**config.mk**
```make
export PLATFORM = sky130hd
export DESIGN_NAME = svne_ctrl
export DESIGN_NICKNAME = d
export VERILOG_FILES = /design/src/sv/svne_pkg.sv /design/src/sv/svne_ctrl.sv
export SDC_FILE = /design/constraint.sdc
export NUM_CORES = 1
export LEC_CHECK = 0
export ABC_AREA = 1
export BUFFER_PORTS_ARGS = -buffer_cell sky130_fd_sc_hd__buf_2
export CAP_MARGIN = 10
export CELL_PAD_IN_SITES_DETAIL_PLACEMENT = 0
export CELL_PAD_IN_SITES_GLOBAL_PLACEMENT = 1
export CORE_MARGIN = 2
export CORE_UTILIZATION = 38
export CTS_BUF_LIST = sky130_fd_sc_hd__clkbuf_4
export DETAILED_ROUTE_END_ITERATION = 8
export PLACE_DENSITY_LB_ADDON = 0.15
export SETUP_SLACK_MARGIN = 0.3
export SLEW_MARGIN = 20
export SYNTH_ARGS = -nofsm -noshare
export SYNTH_HDL_FRONTEND = slang
export SYNTH_SLANG_ARGS = --single-unit
export TNS_END_PERCENT = 5
```
**constraint.sdc**
```tcl
create_clock -name clk -period 2 [get_ports clk]
set_clock_uncertainty 0.15 [all_clocks]
set_input_delay 0.2 -clock clk [delete_from_list [all_inputs] [get_ports clk]]
set_output_delay 0.2 -clock clk [all_outputs]
set_load 0.02 [all_outputs]
```
**src/sv/svne_pkg.sv**
```systemverilog
// shared types, widths and codes for the smooth vertex normal engine
package svne_pkg;

  localparam int IDX_W = 10;
  localparam int POS_W = 24;
  localparam int NRM_W = 16;
  localparam int ACC_W = 24;
  localparam int MUL_W = 33;
  localparam int VEC_W = 63;
  localparam int CNT_W = 6;
  localparam int OUT_LIMIT = 32767;

  localparam int DEF_MAX_VERTICES = 1024;
  localparam int DEF_POS_BITS = 24;
  localparam int DEF_FRAC_BITS = 14;

  localparam logic [1:0] MODE_LOAD = 2'd0;
  localparam logic [1:0] MODE_TRI  = 2'd1;
  localparam logic [1:0] MODE_READ = 2'd2;

  typedef enum logic [3:0] {
    OP_NONE,
    OP_CAPTURE,
    OP_POS_WR,
    OP_POS_RD,
    OP_DIFF,
    OP_CROSS,
    OP_ACC_RD,
    OP_ACC_LD,
    OP_MAG,
    OP_NORM,
    OP_SQ,
    OP_SQRT,
    OP_DIV,
    OP_UPD,
    OP_MARK_NONE,
    OP_OUT
  } op_t;

  typedef struct packed {
    op_t             op;
    logic [CNT_W-1:0] cnt;
    logic [1:0]      sel;
  } svne_cmd_t;

  typedef struct packed {
    logic [1:0] mode;
    logic       idx_ok;
    logic       corners_ok;
    logic       top_zero;
    logic       top_big;
    logic       top_small;
    logic       out_free;
  } svne_sts_t;

endpackage

```
**src/sv/svne_ctrl.sv**
```systemverilog
// sequencing state machine of the smooth vertex normal engine
module svne_ctrl #(
  parameter int FRAC_BITS = svne_pkg::DEF_FRAC_BITS
) (
  input  logic                clk,
  input  logic                rst,
  input  logic                in_valid,
  output logic                in_ready,
  input  svne_pkg::svne_sts_t sts,
  output svne_pkg::svne_cmd_t cmd
);
  import svne_pkg::*;

  localparam int QW = FRAC_BITS + 1;

  localparam logic [3:0] ST_IDLE   = 4'd0;
  localparam logic [3:0] ST_DISP   = 4'd1;
  localparam logic [3:0] ST_POS_RD = 4'd2;
  localparam logic [3:0] ST_DIFF   = 4'd3;
  localparam logic [3:0] ST_CROSS  = 4'd4;
  localparam logic [3:0] ST_ACC_RD = 4'd5;
  localparam logic [3:0] ST_ACC_LD = 4'd6;
  localparam logic [3:0] ST_MAG    = 4'd7;
  localparam logic [3:0] ST_NORM   = 4'd8;
  localparam logic [3:0] ST_SQ     = 4'd9;
  localparam logic [3:0] ST_SQRT   = 4'd10;
  localparam logic [3:0] ST_DIV    = 4'd11;
  localparam logic [3:0] ST_UPD    = 4'd12;
  localparam logic [3:0] ST_OUT    = 4'd13;

  localparam logic [CNT_W-1:0] CNT_POS_END   = CNT_W'(3);
  localparam logic [CNT_W-1:0] CNT_CROSS_END = CNT_W'(6);
  localparam logic [CNT_W-1:0] CNT_SQ_END    = CNT_W'(3);
  localparam logic [CNT_W-1:0] CNT_SQRT_END  = CNT_W'(31);
  localparam logic [CNT_W-1:0] CNT_UPD_END   = CNT_W'(5);
  localparam logic [CNT_W-1:0] CNT_DIV_END   = CNT_W'(QW + 1);
  localparam logic [1:0]       SEL_LAST      = 2'd2;

  logic [3:0]       state, state_next;
  logic [CNT_W-1:0] cnt, cnt_next;
  logic [1:0]       sel, sel_next;

  always_ff @(posedge clk) begin
    if (rst) begin
      state <= ST_IDLE;
      cnt   <= '0;
      sel   <= '0;
    end else begin
      state <= state_next;
      cnt   <= cnt_next;
      sel   <= sel_next;
    end
  end

  always_comb begin
    state_next = state;
    cnt_next   = cnt;
    sel_next   = sel;
    cmd.op     = OP_NONE;
    cmd.cnt    = cnt;
    cmd.sel    = sel;
    in_ready   = (state == ST_IDLE);
    unique case (state)
      ST_IDLE: begin
        if (in_valid) begin
          cmd.op     = OP_CAPTURE;
          state_next = ST_DISP;
        end
      end
      ST_DISP: begin
        cnt_next = '0;
        sel_next = '0;
        unique case (sts.mode)
          MODE_LOAD: begin
            if (sts.idx_ok) cmd.op = OP_POS_WR;
            state_next = ST_IDLE;
          end
          MODE_TRI: state_next = sts.corners_ok ? ST_POS_RD : ST_IDLE;
          MODE_READ: begin
            if (sts.idx_ok) begin
              state_next = ST_ACC_RD;
            end else begin
              cmd.op     = OP_MARK_NONE;
              state_next = ST_OUT;
            end
          end
          default: state_next = ST_IDLE;
        endcase
      end
      ST_POS_RD: begin
        cmd.op   = OP_POS_RD;
        cnt_next = cnt + CNT_W'(1);
        if (cnt == CNT_POS_END) begin
          cnt_next   = '0;
          state_next = ST_DIFF;
        end
      end
      ST_DIFF: begin
        cmd.op     = OP_DIFF;
        state_next = ST_CROSS;
      end
      ST_CROSS: begin
        cmd.op   = OP_CROSS;
        cnt_next = cnt + CNT_W'(1);
        if (cnt == CNT_CROSS_END) begin
          cnt_next   = '0;
          state_next = ST_MAG;
        end
      end
      ST_ACC_RD: begin
        cmd.op     = OP_ACC_RD;
        state_next = ST_ACC_LD;
      end
      ST_ACC_LD: begin
        cmd.op     = OP_ACC_LD;
        state_next = ST_MAG;
      end
      ST_MAG: begin
        cmd.op     = OP_MAG;
        state_next = ST_NORM;
      end
      ST_NORM: begin
        priority if (sts.top_zero) begin
          if (sts.mode == MODE_READ) begin
            cmd.op     = OP_MARK_NONE;
            state_next = ST_OUT;
          end else begin
            state_next = ST_IDLE;
          end
        end else if (sts.top_big || sts.top_small) begin
          cmd.op = OP_NORM;
        end else begin
          cnt_next   = '0;
          state_next = ST_SQ;
        end
      end
      ST_SQ: begin
        cmd.op   = OP_SQ;
        cnt_next = cnt + CNT_W'(1);
        if (cnt == CNT_SQ_END) begin
          cnt_next   = '0;
          state_next = ST_SQRT;
        end
      end
      ST_SQRT: begin
        cmd.op   = OP_SQRT;
        cnt_next = cnt + CNT_W'(1);
        if (cnt == CNT_SQRT_END) begin
          cnt_next   = '0;
          sel_next   = '0;
          state_next = ST_DIV;
        end
      end
      ST_DIV: begin
        cmd.op   = OP_DIV;
        cnt_next = cnt + CNT_W'(1);
        if (cnt == CNT_DIV_END) begin
          cnt_next = '0;
          if (sel == SEL_LAST) begin
            sel_next   = '0;
            state_next = (sts.mode == MODE_TRI) ? ST_UPD : ST_OUT;
          end else begin
            sel_next = sel + 2'd1;
          end
        end
      end
      ST_UPD: begin
        cmd.op   = OP_UPD;
        cnt_next = cnt + CNT_W'(1);
        if (cnt == CNT_UPD_END) begin
          cnt_next   = '0;
          state_next = ST_IDLE;
        end
      end
      ST_OUT: begin
        if (sts.out_free) begin
          cmd.op     = OP_OUT;
          state_next = ST_IDLE;
        end
      end
      default: state_next = ST_IDLE;
    endcase
  end

endmodule

```
---- Word level (Yosys, flattened, before mapping) ----
Cells that the tools add are included.
W data, S select, Z words.
cells by class
  eq/ne operators ......................... 33
  muxes and demuxes ....................... 38
  reduce and logical (&&, ||, !) cells .... 9
  add/subtract/negate cells ............... 2
operators by type and width
  operator               count
  $pmux W4 S14           2
  $mux W4                18
  $mux W6                7
  $pmux W6 S7            1
  $eq A4 B4 Y1 const B   6
  $ne A2 B2 Y1 const B   11
  $eq A4 B3 Y1 const B   4
  $pmux W4 S2            2
  $eq A6 B3 Y1 const B   2
  $eq A6 B5 Y1 const B   2
  $mux W2                5
  $reduce_and A10 Y1     1
  $eq A4 B2 Y1 const B   2
  $reduce_bool A7 Y1     1
  $add A6 B1 Y6 const B  1
  $eq A6 B2 Y1 const B   1
  $pmux W2 S3            1
  $reduce_and A3 Y1      2
  $eq A2 B2 Y1 const B   2
  $eq A4 B1 Y1 const B   1
  $logic_not A4 Y1       1
  $ne A3 B3 Y1 const B   1
  $reduce_bool A3 Y1     1
  $add A2 B1 Y2 const B  1
  other kinds (5)        6
storage, ports and cells
  output and inout port bits .............. 13
  bits of input ports ..................... 11
  register bits ........................... 12
  word-level logic and storage cells ...... 85

---- Logic depth before layout (Yosys ltp) ----
Gate-level depths: netlist of run 1.
  depth after elaboration ................. 5
  gate-level depth with buffers ........... 11

---- Worst setup path after synthesis of run 1 ----
No wires, ideal clock.
  path kind ............................... register -> register
  start ................................... register cnt[0]
  end ..................................... register state[0]
  setup slack ............................. 0.227 ns
  data arrival time ....................... 1.511 ns
  data required time ...................... 1.737 ns
  library setup time ...................... 0.113 ns
  stages on the path, launching flop included .. 11
  cell sequence ........................... dfxtp_1 -> ha_1 -> nand2_1 -> nor2_1 -> nand2_1 -> nand2_1 -> nand2_2 -> nor2_2 -> nand2_2 -> nor2_1 -> nor2_1
between the ends
  longest elaborated chain between the ends .. 3
ends and longest elaborated chain
  item                                  RTL line          source
  start, declared                       svne_ctrl.sv:40   logic [CNT_W-1:0] cnt, cnt_next;
  start signal, assigned                svne_ctrl.sv:50   cnt <= cnt_next;
  $eq A6 B3 Y1 (tied with other cells)  svne_ctrl.sv:170  if (cnt == CNT_UPD_END) begin
  $ne A2 B2 Y1 (no line)                -
  $reduce_and A10 Y1 (no line) *        -
  end signal, assigned                  svne_ctrl.sv:49   state <= state_next;
  end, declared                         svne_ctrl.sv:39   logic [3:0] state, state_next;
Mark *: on every way between the ends. The rest lies on a longest branch, timed or not.
A chain may end at the register's enable or synchronous reset.

==> impl_metrics.json, run 1 <==
{
  "start_util": 0.400,
  "max_slew_margin": 0.779,
  "worst_setup_path_start_kind": "flip-flop",
  "power_w": 0.00202,
  "grt_overflow": 0,
  "clkPwrFrac": 0.081,
  "ios": 24,
  "grt_max_degree": 9,
  "slew_viol_final": 0,
  "seq_power_share": 0.203,
  "via_count": 1350,
  "drtIter0Drc": 82,
  "cp_data_required_time_ps": 1650,
  "post_drt_wl_per_cell_um": 11.3,
  "antenna_found_initial": 0,
  "synthDistinctLibCells": 22,
  "fin_setup_tns_ps": 0,
  "ir_drop_mv": 0.576,
  "clk_latency_ps": 280,
  "core-area_sq_um": 3050,
  "ant_nets": 0,
  "crit_type": "reg -> out",
  "regToRegStartpoint": "cnt[0]$_SDFFE_PP0P_",
  "grt_pass1_wl_um": 5380,
  "track_usage": 0.197,
  "worstPathArrival_ps": 1490,
  "ys_seq_area_frac": 0.197,
  "worstMarginPinSlew_ps": 330,
  "syn_nets": 226,
  "sw_frac_of_total": 0.537,
  "power_leakage_nw": 0.825,
  "drc": 0,
  "cts_tree": "done",
  "power.switching_w": 0.00108,
  "cap_violations": 0,
  "rsz0062_at_grt": "true",
  "setup_violations": 0,
  "worstPathMaxFanout": 5,
  "clk_path_buf_depth": 2,
  "drt-pass1-iter-count": 4,
  "ys_warn_count": 0,
  "place_congestion": 0.842,
  "hold_viol": 0,
  "cts_made_buffers": 3,
  "die-area_sq_um": 3680,
  "startpoint": "state[1]$_SDFFE_PP0P_",
  "hold_class": "in -> reg",
  "yosys_register_bits": 12,
  "fp.dieW_um": 60.7,
  "holdBufCountCts": 0,
  "status": "finished, final reports clean",
  "rows": 20,
  "min_period_ps": 1840,
  "crit_path_end_kind": "output port",
  "htreeDepth": 1,
  "fin_crit_sh": 0.919,
  "layout.nets": 263,
  "hpwl_um": 2620,
  "layout-drive-gt1-share": 0.352,
  "p_comb_frac": 0.717,
  "synth.avg_cell_area_sq_um": 5.87,
  "netlist_instances": 208,
  "synthToLayoutAreaGrowth_pct": 31.3,
  "reg2reg_slack_ps": 260,
  "syn_area_sq_um": 1220,
  "routed_via_density": 4.69,
  "clk_pin_slew_ps": 90,
  "intPower_w": 0.000936,
  "diodes": 0,
  "port_buffers": 23,
  "grt_pass1_vias": 1206,
  "finalWirelength_um": 3260,
  "clock-sinks": 12,
  "hp-start": "rst",
  "die_h_um": 60.7,
  "timing.hold.ws_ps": 102,
  "powerDensity_nw_per_um2": 1260,
  "clock-root-buffer": "clkbuf_4",
  "fmax_mhz": 544
}
metrics by stage:
stage	instances	cell area (sq um)	util	setup slack [ps]
after floorplan	208	1220	-	324
after global placement	275	1390	0.457	224
after detailed placement	275	1390	0.457	196
after CTS	288	1590	0.520	168
after global routing	288	1600	0.525	95.5
final	288	1600	0.525	162
registers in the layout (all words and copies together) (netlist names):
name and cells:
state 4, sel 2, cnt 6
worst paths after layout:
path,depth (start not counted),end
worst max-delay path,7,cmd[10]
worst min-delay path,6,cnt[5]$_SDFFE_PP0P_
worst max register to register,10,state[0]$_SDFFE_PP0P_
worst min register to register,2,sel[1]$_SDFFE_PP0P_
area by class of cell:
class | count | area [sq um]
Fill cell | 334 | 1450
Multi-Input combinational cell | 161 | 925
Sequential cell | 12 | 255
Timing Repair Buffer | 32 | 198
Inverter | 35 | 144
Tap cell | 44 | 55.1
Clock buffer | 3 | 22.5
Clock inverter | 1 | 3.75
worst max-delay path, cell delays in order, from the launching register on:
cell     delay, ps
dfxtp_4        410
inv_6           60
nand2_4         60
nor3_2          40
or2_4          250
a21oi_2        120
nand4_1        100
buf_4          170
kinds of logic (layout without fill, tap and decap cells):
kind of cell	Yosys count	count (layout)	share of synthesized area
adder cells (fa/ha/maj)	7	7	0.0717
AND/OR/NAND/NOR	136	136	0.529
buffers and inverters	35	71	0.108
XOR/XNOR	2	2	0.0143
flip-flops	12	12	0.197
AO/OA/AOI/OAI	16	16	0.0810
metal layers:
metal  vias to the layer above  global-route usage  wire, um
li1                        725                   -         -
met1                       588               0.282      1640
met2                        32               0.293      1400
met3                         5              0.0299       181
met4                         0              0.0839        27
met5                         -                   0         0
cell usage after synthesis (all sizes together):
cell type  count  area, sq um
inv           35          131
dfxtp         12          240
nor2          43          199
a22oi          1         7.51
nand4          5         31.3
o22ai          1         6.26
o21ai          7         38.8
nand3         22          115
a21oi          7         46.3
or2            4         25.0
xor2           2         17.5
nor3           2         10.0
ha             7         87.6
nand2         60          265
power groups by stage:
stage	combinational [W]	clock [W]	sequential, W
finish	0.00145	0.000163	0.000410
global placement	0.00117	0	0.000374
CTS	0.00143	0.000170	0.000407
detailed placement	0.00117	0	0.000379
floorplan	0.000856	0	0.000402
global route	0.00161	0.000174	0.000420
timing repair:
| action | CTS | global route |
|---|---|---|
| gates cloned | 0 | 0 |
| pin swaps | 8 | 1 |
| setup endpoints to repair | 10 | 15 |
| setup buffers | 9 | 0 |
| resized for setup | 33 | 5 |
cells in the final DEF, fill, tap and decap left out, types with 2 or more instances in the layout:
| cell | n |
|---|---|
| nand2_1 | 46 |
| inv_1 | 29 |
| nor2_1 | 28 |
| nand3_1 | 21 |
| buf_2 | 20 |
| buf_4 | 10 |
| nor2_2 | 9 |
| nand2_2 | 9 |
| ha_1 | 7 |
| nor2_4 | 6 |
| o21ai_0 | 6 |
| dfxtp_1 | 6 |
| nand4_1 | 5 |
| a21oi_1 | 5 |
| inv_2 | 4 |
| nand2_4 | 4 |
| or2_2 | 3 |
| clkbuf_4 | 3 |
| dfxtp_4 | 3 |
| dfxtp_2 | 3 |
| xor2_1 | 2 |
| buf_6 | 2 |
(Power assumes the default switching activity.)
==> run 2, diff against run 1 <==
- CAP_MARGIN: 10 -> not set
- CORE_MARGIN: 2 -> not set
==> run 2 against run 1 <==
Net effect:
- via count increased by 1.2%
- clock-buffer cell count unchanged
- non-clock buffer count decreased by 3
- combinational power decreased by 4%
- routed wire length decreased by 0.43%
- first-iteration DRC count decreased by 27%
- largest power group unchanged
==> impl_metrics.json, run 2 (synthesized netlist as in run 1, its figures left out) <==
{
  "cpMostUsedCell": "nor2_1",
  "nFillCells": 357,
  "rsz0062_at_grt": "true",
  "max_slew_margin": 0.761,
  "reg2reg_depth": 11,
  "fmax_mhz": 533,
  "cp_top_family": "simple AND/OR/NAND/NOR gates",
  "powerDensity_nw_per_um2": 1250,
  "grt_pass1_vias": 1217,
  "worstPathArrival_ps": 1530,
  "clock-sinks": 12,
  "power_w": 0.00196,
  "placed_cells": 275,
  "fin_setup_tns_ps": 0,
  "die-area_sq_um": 3440,
  "place_congestion": 0.874,
  "cpMaxStageDelayCell": "dfxtp_4",
  "track_usage": 0.196,
  "ir_drop_mv": 0.563,
  "cp_data_required_time_ps": 1650,
  "crit_buf_inv": 1,
  "drt-pass1-iter-count": 4,
  "core-area_sq_um": 3050,
  "synthToLayoutAreaGrowth_pct": 28.7,
  "cp_num_cells": 6,
  "clk_path_buf_depth": 2,
  "grt_overflow": 0,
  "min_period_ps": 1880,
  "finalWirelength_um": 3240,
  "final_common_cell": "nand2_1",
  "ant_nets": 0,
  "layout_common_cells": "47 x nand2_1, 31 x nor2_1, 29 x inv_1",
  "clk_pin_slew_ps": 90,
  "fp.dieW_um": 58.7,
  "cp_cell_sequence": "nor2_1 -> nand2_1 -> o21ai_0 -> nor2_1 -> nand3_1 -> buf_2",
  "timing.hold.ws_ps": 115,
  "crit_path_end_kind": "output port",
  "post_drt_wl_per_cell_um": 11.4,
  "layout-drive-gt1-share": 0.336,
  "die_h_um": 58.7,
  "largest_register_ffs": 6,
  "cap_violations": 0,
  "worstMarginPinSlew_ps": 357,
  "cts_tree": "done",
  "via_count": 1366,
  "cts_made_buffers": 3,
  "htreeDepth": 1,
  "min_path_cells": 6,
  "worst_setup_path_start_kind": "flip-flop",
  "port_buffers": 23,
  "clk_latency_ps": 280,
  "layout.nets": 260,
  "antenna_found_initial": 0,
  "drtIter0Drc": 60,
  "largest_register": "cnt",
  "drc": 0,
  "holdBufCountCts": 0,
  "power_leakage_nw": 0.802,
  "slowest_delay_ps": 390,
  "final_cells": 285,
  "hold_viol": 0,
  "reg_top3": "cnt (6), state (4), sel (2)",
  "setup_violations": 0,
  "grt_max_degree": 9,
  "fin_crit_sh": 0.938,
  "slew_viol_final": 0,
  "status": "finished, final reports clean",
  "diodes": 0,
  "routed_via_density": 4.79,
  "ios": 24,
  "grt_pass1_wl_um": 5190,
  "worstPathMaxFanout": 5,
  "rows": 20,
  "clock-root-buffer": "clkbuf_4",
  "hold_class": "in -> reg",
  "start_util": 0.400,
  "hpwl_um": 2550,
  "crit_type": "reg -> out"
}
==> run 2: worst reg2reg max path: cells and delay by family (launching register included) <==
family | cells | cell delay (ps)
simple gates | 10 | 880
flops | 1 | 380
fa+ha+maj | 1 | 210
==> run 2: where the power goes <==
| group | switching, W | internal (W) |
|---|---|---|
| combinational | 0.000864 | 0.000529 |
| sequential | 0.0000990 | 0.000313 |
| clock | 0.0000865 | 0.0000723 |
| total | 0.00105 | 0.000914 |
==> run 2: final cells by class <==
class,instances,area (sq um),share of cell area
multi-input cells,161,907,0.577
flip-flops and latches,12,255,0.162
repair buffers,29,184,0.117
inverters,35,144,0.0916
well taps,44,55.1,0.0350
clock buffers,3,22.5,0.0143
clock inverters,1,3.75,0.00239
==> run 2: final timing paths <==
kind                                               to             startpoint  slack (ps)
worst max-delay path                           cmd[8]  state[0]$_SDFFE_PP0P_         120
worst min-delay path              cnt[5]$_SDFFE_PP0P_                    rst         120
worst min register to register    sel[1]$_SDFFE_PP0P_    sel[1]$_SDFFE_PP0P_         370
worst max register to register  state[1]$_SDFFE_PP0P_    cnt[0]$_SDFFE_PP0P_         290
==> run 2: layer usage <==
| metal | vias to the layer above | global-route usage | wire, um |
|---|---|---|---|
| li1 | 714 | - | - |
| met1 | 609 | 0.283 | 1680 |
| met2 | 39 | 0.305 | 1360 |
| met3 | 4 | 0.0264 | 167 |
| met4 | 0 | 0.0510 | 32 |
| met5 | - | 0 | 0 |
==> run 2: metrics by stage <==
stage	utilization	worst slack (ps)	area, sq um
6_report	0.515	123	1570
5_1_grt	0.515	72.1	1570
4_1_cts	0.498	143	1520
3_5_place_dp	0.457	194	1390
3_3_place_gp	0.457	231	1390
2_1_floorplan	-	324	1220
==> run 2: what timing repair did <==
item | in CTS | in global routing
pin swaps | 5 | 4
resized for setup | 22 | 10
setup endpoints to repair | 9 | 16
setup buffers | 4 | 2
